[config.mk]
export PLATFORM = sky130hd
export DESIGN_NAME = sync_word_frame_deframer
export DESIGN_NICKNAME = d
export VERILOG_FILES = /design/src/sv/swfd_pkg.sv /design/src/sv/swfd_core.sv /design/src/sv/sync_word_frame_deframer.sv
export SDC_FILE = /design/constraint.sdc
export NUM_CORES = 1
export LEC_CHECK = 0
export BUFFER_PORTS_ARGS = -buffer_cell sky130_fd_sc_hd__buf_2
export CAP_MARGIN = 0
export CORE_UTILIZATION = 35
export DETAILED_ROUTE_END_ITERATION = 7
export HOLD_SLACK_MARGIN = 0.12
export MAX_ROUTING_LAYER = met4
export PLACE_DENSITY = 0.56
export SYNTH_ARGS = -nofsm -noshare
export SYNTH_HDL_FRONTEND = slang
export SYNTH_SLANG_ARGS = --single-unit
[constraint.sdc]
create_clock -name clk -period 8 [get_ports clk]
set_input_delay 1.6 -clock clk [delete_from_list [all_inputs] [get_ports clk]]
set_output_delay 1.6 -clock clk [all_outputs]
set_load 0.03 [all_outputs]
[src/sv/swfd_pkg.sv]
// swfd_pkg: types, codes and the FCS-16 byte update for the sync-word frame deframer.
// Standalone; imported by swfd_core and sync_word_frame_deframer.
package swfd_pkg;

	typedef struct packed {
		logic [7:0] data_byte;
		logic       chunk_end;
	} swfd_in_t;

	typedef struct packed {
		logic [2:0]  status;
		logic [7:0]  out_byte;
		logic [7:0]  command;
		logic [15:0] body_length;
		logic        fits_capacity;
		logic        need_more;
	} swfd_out_t;

	typedef logic [2:0] swfd_status_t;

	localparam swfd_status_t ST_HUNT     = 3'd0;
	localparam swfd_status_t ST_HEADER   = 3'd1;
	localparam swfd_status_t ST_BODY     = 3'd2;
	localparam swfd_status_t ST_GOOD     = 3'd3;
	localparam swfd_status_t ST_BAD_FCS  = 3'd4;
	localparam swfd_status_t ST_TOO_LONG = 3'd5;

	// config register indexes
	localparam logic REG_MAX_BODY_LENGTH = 1'b0;
	localparam logic REG_OUTPUT_CAPACITY = 1'b1;

	localparam logic [15:0] MAX_BODY_RESET = 16'd1015;
	localparam logic [15:0] CAPACITY_RESET = 16'd1024;

	localparam logic [23:0] SYNC_LAST3     = 24'h55AA55;
	localparam logic [7:0]  SYNC_TAIL      = 8'hAA;
	localparam logic [15:0] FCS_INIT       = 16'hFFFF;
	localparam logic [15:0] FCS_POLY       = 16'h8408;
	localparam logic [15:0] FCS_XOROUT     = 16'hFFFF;
	localparam logic [16:0] FRAME_OVERHEAD = 17'd9;

	// reflected CRC-16, one byte, bit at a time
	function automatic logic [15:0] fcs16_byte(input logic [15:0] fcs, input logic [7:0] b);
		logic [15:0] c;
		c = fcs ^ {8'h00, b};
		for (int k = 0; k < 8; k++) begin
			if (c[0]) begin
				c = (c >> 1) ^ FCS_POLY;
			end else begin
				c = c >> 1;
			end
		end
		return c;
	endfunction

	// check value after the four sync bytes, settled at elaboration
	localparam logic [15:0] FCS_AFTER_SYNC =
		fcs16_byte(fcs16_byte(fcs16_byte(fcs16_byte(FCS_INIT, 8'h55), 8'hAA), 8'h55), 8'hAA);

endpackage

[src/sv/swfd_core.sv]
// swfd_core: frame state machine, FCS accumulator and per-byte result logic.
// Depends on swfd_pkg.
module swfd_core (
	input  logic                clk,
	input  logic                arst_n,
	input  logic                step_en,
	input  swfd_pkg::swfd_in_t  item,
	input  logic [15:0]         max_body_length,
	input  logic [15:0]         output_capacity,
	output swfd_pkg::swfd_out_t result
);
	import swfd_pkg::*;

	typedef enum logic [2:0] {
		PH_HUNT,
		PH_CMD,
		PH_LEN_HI,
		PH_LEN_LO,
		PH_BODY,
		PH_CHK_LO,
		PH_CHK_HI
	} phase_t;

	phase_t      phase_q, phase_d;
	logic [23:0] recent_q, recent_d;
	logic [7:0]  cmd_q, cmd_d;
	logic [15:0] len_q, len_d;
	logic [15:0] cnt_q, cnt_d;
	logic [15:0] fcs_q, fcs_d;
	logic [7:0]  chk_lo_q, chk_lo_d;

	logic [15:0] fcs_upd;
	logic [15:0] len_full;
	logic [15:0] cnt_dec;
	logic [16:0] frame_len;

	assign fcs_upd   = fcs16_byte(fcs_q, item.data_byte);
	assign len_full  = {len_q[15:8], item.data_byte};
	assign cnt_dec   = cnt_q - 16'd1;
	assign frame_len = {1'b0, len_q} + FRAME_OVERHEAD;

	always_comb begin
		phase_d  = phase_q;
		recent_d = recent_q;
		cmd_d    = cmd_q;
		len_d    = len_q;
		cnt_d    = cnt_q;
		fcs_d    = fcs_q;
		chk_lo_d = chk_lo_q;
		result   = '0;
		case (phase_q)
			PH_CMD: begin
				cmd_d         = item.data_byte;
				fcs_d         = fcs_upd;
				phase_d       = PH_LEN_HI;
				result.status = ST_HEADER;
			end
			PH_LEN_HI: begin
				len_d         = {item.data_byte, 8'h00};
				fcs_d         = fcs_upd;
				phase_d       = PH_LEN_LO;
				result.status = ST_HEADER;
			end
			PH_LEN_LO: begin
				len_d = len_full;
				fcs_d = fcs_upd;
				if (len_full > max_body_length) begin
					result.status = ST_TOO_LONG;
					phase_d       = PH_HUNT;
					recent_d      = '0;
				end else begin
					result.status = ST_HEADER;
					cnt_d         = len_full;
					phase_d       = (len_full == '0) ? PH_CHK_LO : PH_BODY;
				end
			end
			PH_BODY: begin
				fcs_d           = fcs_upd;
				result.out_byte = item.data_byte;
				result.status   = ST_BODY;
				cnt_d           = cnt_dec;
				if (cnt_dec == '0) begin
					phase_d = PH_CHK_LO;
				end
			end
			PH_CHK_LO: begin
				chk_lo_d      = item.data_byte;
				result.status = ST_HEADER;
				phase_d       = PH_CHK_HI;
			end
			PH_CHK_HI: begin
				if ({item.data_byte, chk_lo_q} == (fcs_q ^ FCS_XOROUT)) begin
					result.status        = ST_GOOD;
					result.fits_capacity = (frame_len <= {1'b0, output_capacity});
				end else begin
					result.status = ST_BAD_FCS;
				end
				phase_d  = PH_HUNT;
				recent_d = '0;
			end
			default: begin
				if (recent_q == SYNC_LAST3 && item.data_byte == SYNC_TAIL) begin
					fcs_d         = FCS_AFTER_SYNC;
					recent_d      = '0;
					cmd_d         = '0;
					len_d         = '0;
					cnt_d         = '0;
					chk_lo_d      = '0;
					phase_d       = PH_CMD;
					result.status = ST_HEADER;
				end else begin
					recent_d      = {recent_q[15:0], item.data_byte};
					phase_d       = PH_HUNT;
					result.status = ST_HUNT;
				end
			end
		endcase
		result.command     = cmd_d;
		result.body_length = len_d;
		result.need_more   = item.chunk_end && (phase_d != PH_HUNT);
	end

	always_ff @(posedge clk or negedge arst_n) begin
		if (!arst_n) begin
			phase_q  <= PH_HUNT;
			recent_q <= '0;
			cmd_q    <= '0;
			len_q    <= '0;
			cnt_q    <= '0;
			fcs_q    <= FCS_INIT;
			chk_lo_q <= '0;
		end else if (step_en) begin
			phase_q  <= phase_d;
			recent_q <= recent_d;
			cmd_q    <= cmd_d;
			len_q    <= len_d;
			cnt_q    <= cnt_d;
			fcs_q    <= fcs_d;
			chk_lo_q <= chk_lo_d;
		end
	end

endmodule

[src/sv/sync_word_frame_deframer.sv]
// sync_word_frame_deframer: top level; input register, config registers, result register.
// Depends on swfd_pkg and swfd_core.
//
//  Channel  Direction  Handshake              Payload
//  in       sink       in_valid / in_stall    in_data  (swfd_in_t: data_byte, chunk_end)
//  out      source     out_valid / out_stall  out_data (swfd_out_t, one result per byte)
//  cfg      sink       cfg_we                 cfg_index, cfg_data (16 bit)
//
// One byte per cycle sustained while out is not stalled; a byte passes the input
// register, then the state step and FCS update into the result register.
// The FCS byte update plus the state step form the only logic between registers.
// Reset clears the pipeline valids and frame state; config returns to 1015 / 1024.
// A stall on out holds the result register; in keeps accepting while its own
// register is empty, so a stall reaches in_stall only with both stages full.
module sync_word_frame_deframer (
	input  logic                clk,
	input  logic                arst_n,
	input  logic                in_valid,
	output logic                in_stall,
	input  swfd_pkg::swfd_in_t  in_data,
	output logic                out_valid,
	input  logic                out_stall,
	output swfd_pkg::swfd_out_t out_data,
	input  logic                cfg_we,
	input  logic                cfg_index,
	input  logic [15:0]         cfg_data
);
	import swfd_pkg::*;

	logic        valid_s1;
	swfd_in_t    data_s1;
	logic        out_valid_q;
	swfd_out_t   out_data_q;
	logic [15:0] max_body_q;
	logic [15:0] capacity_q;

	logic      advance;   // result register free to load
	logic      step;      // stage-1 byte moves to output, state commits
	swfd_out_t result;

	assign advance  = !out_valid_q || !out_stall;
	assign step     = valid_s1 && advance;
	assign in_stall = valid_s1 && !advance;

	swfd_core u_core (
		.clk             (clk),
		.arst_n          (arst_n),
		.step_en         (step),
		.item            (data_s1),
		.max_body_length (max_body_q),
		.output_capacity (capacity_q),
		.result          (result)
	);

	// config registers
	always_ff @(posedge clk or negedge arst_n) begin
		if (!arst_n) begin
			max_body_q <= MAX_BODY_RESET;
			capacity_q <= CAPACITY_RESET;
		end else if (cfg_we) begin
			case (cfg_index)
				REG_MAX_BODY_LENGTH: max_body_q <= cfg_data;
				REG_OUTPUT_CAPACITY: capacity_q <= cfg_data;
				default: ;
			endcase
		end
	end

	// input register
	always_ff @(posedge clk or negedge arst_n) begin
		if (!arst_n) begin
			valid_s1 <= 1'b0;
		end else if (!in_stall) begin
			valid_s1 <= in_valid;
		end
	end

	always_ff @(posedge clk) begin
		if (in_valid && !in_stall) begin
			data_s1 <= in_data;
		end
	end

	// result register
	always_ff @(posedge clk or negedge arst_n) begin
		if (!arst_n) begin
			out_valid_q <= 1'b0;
		end else if (advance) begin
			out_valid_q <= valid_s1;
		end
	end

	always_ff @(posedge clk) begin
		if (step) begin
			out_data_q <= result;
		end
	end

	assign out_valid = out_valid_q;
	assign out_data  = out_data_q;

endmodule
# --- After elaboration in Yosys (flattened, before gate mapping) ---
# Index checks and enable logic that the tools add are counted.
# Widths: inputs -> output; s select.
op_classes:
  add_sub_neg: 2
  n_reduce_logical: 31
  n_eq_ne: 11
  magnitude_cmp: 2
  bitwise: 15
  mux: 30
ops:
  columns: ["operator", "n"]
  rows:
  - ["$mux 16", 12]
  - ["$pmux 16 s3", 2]
  - ["$pmux 24 s3", 1]
  - ["$mux 24", 2]
  - ["$logic_not 16->1", 2]
  - ["$pmux 16 s2", 1]
  - ["$pmux 8 s2", 2]
  - ["$eq 24x23->1 const B", 1]
  - ["$not 2->3", 8]
  - ["$pmux 3 s6", 1]
  - ["$add 16x4->17 const B", 1]
  - ["$le 17x16->1", 1]
  - ["$eq 16x16->1", 1]
  - ["$gt 16x16->1", 1]
  - ["$mux 8", 2]
  - ["$not 16->16", 1]
  - ["$reduce_or 4->1", 4]
  - ["$sub 16x1->16 const B", 1]
  - ["$xor 16x8->16", 1]
  - ["$mux 3", 4]
  - ["$pmux 3 s4", 1]
  - ["$reduce_or 5->1", 2]
  - ["$eq 3x3->1 const B", 3]
  - ["$reduce_and 3->1", 3]
  - ["16 further kinds", 33]
totals:
  word_cells: 110
  reg_bits: 171
  out_inout_bits: 39
  in_bits: 31

# --- Logic depth before layout (Yosys ltp) ---
depth:
  word_depth: 18
  ltp_mapped: 13

# --- Hierarchy ---
# Synthesis repeated with hierarchy kept, for this count alone.
hier_totals:
  cells_unflattened: 844
  area_unflattened_um2: 8918.6
by_module_without_submodules:
  columns: ["module", "cells_per_inst", "seq_area_each_um2", "area_each_um2", "n_inst"]
  rows:
  - ["swfd_core", 721, 2297.2, 6190.9, 1]
  - ["sync_word_frame_deframer", 123, 2244.7, 2727.6, 1]

# --- Worst setup path before layout ---
# Ideal clock, no wire load.
synth_timing:
  path_kind: "input -> register"
  startpoint: "input out_stall"
  endpoint: "register u_core.recent_q[4]"
  path_buffers: 1
  t_arrival_ns: 3.950
  path_stages: 7
  path_slack_ns: 3.929
  path_cell_list: "nand2_1 -> nand2_1 -> clkinv_1 -> a22oi_1 -> a211oi_1 -> buf_2 -> a22o_1"
synth_via:
  elab_chain_cells: 4
synth_rtl:
  columns: ["element", "line_no", "text"]
  rows:
  - ["start, declared", "sync_word_frame_deframer.sv:22", "input logic out_stall,"]
  - ["$logic_not 1->1", "sync_word_frame_deframer.sv:41", "assign advance = !out_valid_q || !out_stall;"]
  - ["$logic_or 1x1->1", "sync_word_frame_deframer.sv:41", null]
  - ["$logic_and 1x1->1", "sync_word_frame_deframer.sv:42", "assign step = valid_s1 && advance;"]
  - ["net step", "sync_word_frame_deframer.sv:38", "logic step;"]
  - ["$reduce_and 3->1 (no line)", null, null]
  - ["end signal, assigned", "swfd_core.sv:134", "recent_q <= recent_d;"]
  - ["end, declared", "swfd_core.sv:25", "logic [23:0] recent_q, recent_d;"]
# The timed path passes the listed nets, and every way through them passes these cells.
# A chain may end at the register's enable or synchronous reset.

# --- Worst setup path in the final report ---
layout_timing:
  startpoint: "input out_stall"
  endpoint: "output in_stall"
layout_via:
  elab_chain_cells: 4
layout_rtl:
  columns: ["element", "line_no", "text"]
  rows:
  - ["$logic_not 1->1", "sync_word_frame_deframer.sv:41", null]
  - ["$logic_or 1x1->1", "sync_word_frame_deframer.sv:41", null]
  - ["$logic_not 1->1", "sync_word_frame_deframer.sv:43", "assign in_stall = valid_s1 && !advance;"]
  - ["$logic_and 1x1->1", "sync_word_frame_deframer.sv:43", null]
  - ["end, declared", "sync_word_frame_deframer.sv:19", "output logic in_stall,"]
# Every way passes these cells.

==> summary.txt <==
Run status
  • Status: finished, final reports clean

Timing
  • Count of final max-slew check failures: 0
  • Clock skew: 0.01580 ns
  • Fin crit period: approximately 3.6 ns
  • Final setup violation count: 0
  • Setup tns final: 0 ns
  • Worst slew pin tran: 1.073 ns
  • Hold WS: 0.4998 ns
  • Final Cycle Share: 45.39%
  • Unrepaired setup endpoints after global routing: false
  • Fin. Hold Viols: 0
  • Worst slew margin: 28.23%
  • Maximum clock rate: 275.4 MHz

CTS
  • Clk root buf: clkbuf_16
  • Worst skew pair latency: 0.45 ns
  • Max clock buf depth: 2
  • CTS tree: yes
  • CTS clk-pin slew, worst paths: 0.07 ns
  • Sink Count: roughly 170
  • CTS buffer count: 17
  • Post_cts resized: 0
  • Post-CTS Setup Bufs: 0
  • Hold buffers post-CTS: 0
  • H-tree depth: 4

Yosys
  • Area contributors post-synth: dfrtp_1, edfxtp_1, a22o_1, dfstp_2, ha_1
  • Synth cell types: 63
  • Post-synthesis sequential area ratio: 51.03%
  • Post-Synthesis Cells: just over 800
  • Async S/R FF share, synth: 73.10%
  • Syn avg cell area: 10.87 sq um
  • Main synth FF type: dfrtp_1
  • Area leader, netlist: dfrtp_1
  • FF+latch count, synth: about 170
  • Synth Warn #: 0
  • Mapped Area: 8901 sq um
  • Commonest cells in the netlist: dfrtp_1, a22o_1, edfxtp_1, nand2_1, xnor2_1
  • Mapped Nets: a little under 900
  • Post-synth top area share: 27.83%
  • EDFF count, synth: 46
  • Top-count cell post-synth: dfrtp_1

Detailed routing
  • DRT antenna net count: 0
  • Via count: 6545
  • Wirelength, routed: roughly 23000 microns
  • Initial DRT Pass Iterations: 5
  • Initial DRC count: 482
  • Routed wire length per instance: 18.73 microns
  • Vias per std cell: 5.414
  • Drt drc: 0

Layout
  • Fin cells: 1209
  • Area growth syn-to-layout: 13.97%
  • Layout Nets: between 900 and 1000
  • Layout cell share with drive strength beyond 1: 19.89%
  • # fillers: 2384
  • Core Util, Final: around 40%
  • Antenna diodes: 0

Worst setup path
  • CP Launch Type: input pin
  • WP data required: roughly 6.4 ns
  • CP Class: input pin to output port
  • Crit end category: output port
  • CP Max Fanout: 3
  • Critical Path AT: 2.03 ns

Floorplanning
  • Core footprint: 24600 sq um
  • Cell Rows: 57
  • Die Y: approximately 160 microns
  • Die Span X: 161.5 microns
  • Starting density of the core: 36.18%
  • Die ar.: 26070 sq um
  • IO Pins: 70

Power
  • Clock power frac: 39.8%
  • Static Leak: 4.361 nW
  • P_int: roughly 0.0015 W
  • Maximum vdd drop: approximately 160 uV
  • Switching share of power: 27.49%
  • Power per Cell Area: 199.9 nW/um^2
  • Register share of total power: 49.5%
  • P_sw: 0.0005576 W
  • Logic pwr share: 10.7%

Placed design
  • Global placement routability congestion: approximately 0.82
  • DP HPWL: 15290 microns
  • Port bufs: 69
  • Dpl cells: 1177

Min path
  • Hold WC Path Type: register to register

Global routing
  • First-pass GRT wire length: 36930 microns
  • Initial antenna violation count: 0
  • Total GRT Usage: 18.96%
  • Vias in the first global route: 6530
  • Gr ovfl total: 0
  • Largest net degree at the start of global routing: 75

Run
  • Max-cap violation count: 0
## state kept, by name (all words and copies together), names as in the netlist
| register | count |
|---|---|
| u_core.fcs_q | 16 |
| max_body_q | 16 |
| data_s1 | 9 |
| capacity_q | 16 |
| u_core.phase_q | 3 |
| u_core.chk_lo_q | 8 |
| valid_s1 | 1 |
| u_core.cnt_q | 16 |
| out_valid | 1 |
| u_core.recent_q | 24 |
| u_core.len_q | 16 |
| u_core.cmd_q | 8 |
| out_data | 37 |
## routing by layer
metal  share of wire (%)  vias to the layer above  track usage [%]
met2                  45                      163            27.31
li1                    -                     3149                -
met1                  50                     3208            26.98
met5                   0                        -                -
met4                 1.5                        0            6.089
met3                 4.0                       25            3.159
## path summary, 6_finish.rpt
| path | depth (start not counted) | endpoint | startpoint | slack (ns) |
|---|---|---|---|---|
| max | 4 | in_stall | out_stall | 4.37 |
| min | 1 | u_core.recent_q[17]$_DFFE_PN0P_ | u_core.recent_q[17]$_DFFE_PN0P_ | 0.50 |
| max reg2reg | 11 | u_core.recent_q[20]$_DFFE_PN0P_ | data_s1[1]$_DFFE_PP_ | 4.66 |
| min reg2reg | 1 | u_core.recent_q[17]$_DFFE_PN0P_ | u_core.recent_q[17]$_DFFE_PN0P_ | 0.50 |
| max in group asynchronous | 2 | u_core.chk_lo_q[6]$_DFFE_PN0P_ | arst_n | 5.46 |
| min in group asynchronous | 1 | u_core.len_q[3]$_DFFE_PN0P_ | arst_n | 1.29 |
## cell type report
type / count / area (sq um) / area share [%]
clock inverters: 13 / 126.4 / 1.246
multi-input cells: 556 / 4014 / 39.57
inverters: 43 / 161.4 / 1.591
well taps: 324 / 405.4 / 3.996
flip-flops and latches: 171 / 4542 / 44.77
clock buffers: 19 / 442.9 / 4.366
repair buffers: 83 / 452.9 / 4.465
## cells by family after synthesis
group,Yosys count,synth area share (%)
simple gates,197,12.24
flops,171,51.03
buf+inv,92,3.964
fa+ha+maj,35,4.920
compound gates,249,19.96
mux,18,2.277
xor+xnor,57,5.609
## metrics by stage
stage	setup slack (ns)	power, W	cell area (sq um)
2_1_floorplan	3.929	0.001153	8901
3_3_place_gp	4.370	0.001237	9575
3_5_place_dp	4.367	0.001241	9575
4_1_cts	4.365	0.002049	10140
5_1_grt	4.312	0.002113	10140
6_report	4.369	0.002028	10140
## critical path, stage by stage
cell,delay [ns]
buf_2,0.09
nand3_1,0.10
inv_1,0.06
buf_2,0.18
## cells in the final DEF (no fill, tap or decap), types with 9 or more instances in the layout
| master | n |
|---|---|
| a21oi_1 | 38 |
| a22o_1 | 84 |
| o21ai_1 | 28 |
| buf_2 | 68 |
| and3_1 | 12 |
| nand2_1 | 44 |
| dfrtp_1 | 99 |
| clkbuf_16 | 17 |
| buf_4 | 15 |
| edfxtp_1 | 46 |
| inv_1 | 41 |
| nor4_1 | 11 |
| xor2_1 | 13 |
| nand3_1 | 10 |
| a2bb2oi_1 | 12 |
| dfstp_2 | 26 |
| o221ai_1 | 9 |
| ha_1 | 35 |
| mux2_2 | 18 |
| nor3_1 | 9 |
| nand4_1 | 9 |
| xnor2_1 | 44 |
| nor2_1 | 43 |
| o21ai_0 | 30 |
## power groups by stage
| stage | Combinational, W | Clock [W] | Sequential, W |
|---|---|---|---|
| floorplan | 0.000121 | 0 | 0.00103 |
| finish | 0.000217 | 0.000807 | 0.00100 |
| global placement | 0.000216 | 0 | 0.00102 |
| CTS | 0.000221 | 0.000824 | 0.00100 |
| detailed placement | 0.000220 | 0 | 0.00102 |
| global route | 0.000243 | 0.000858 | 0.00101 |
Note: power is estimated with default switching activity, not from simulation.
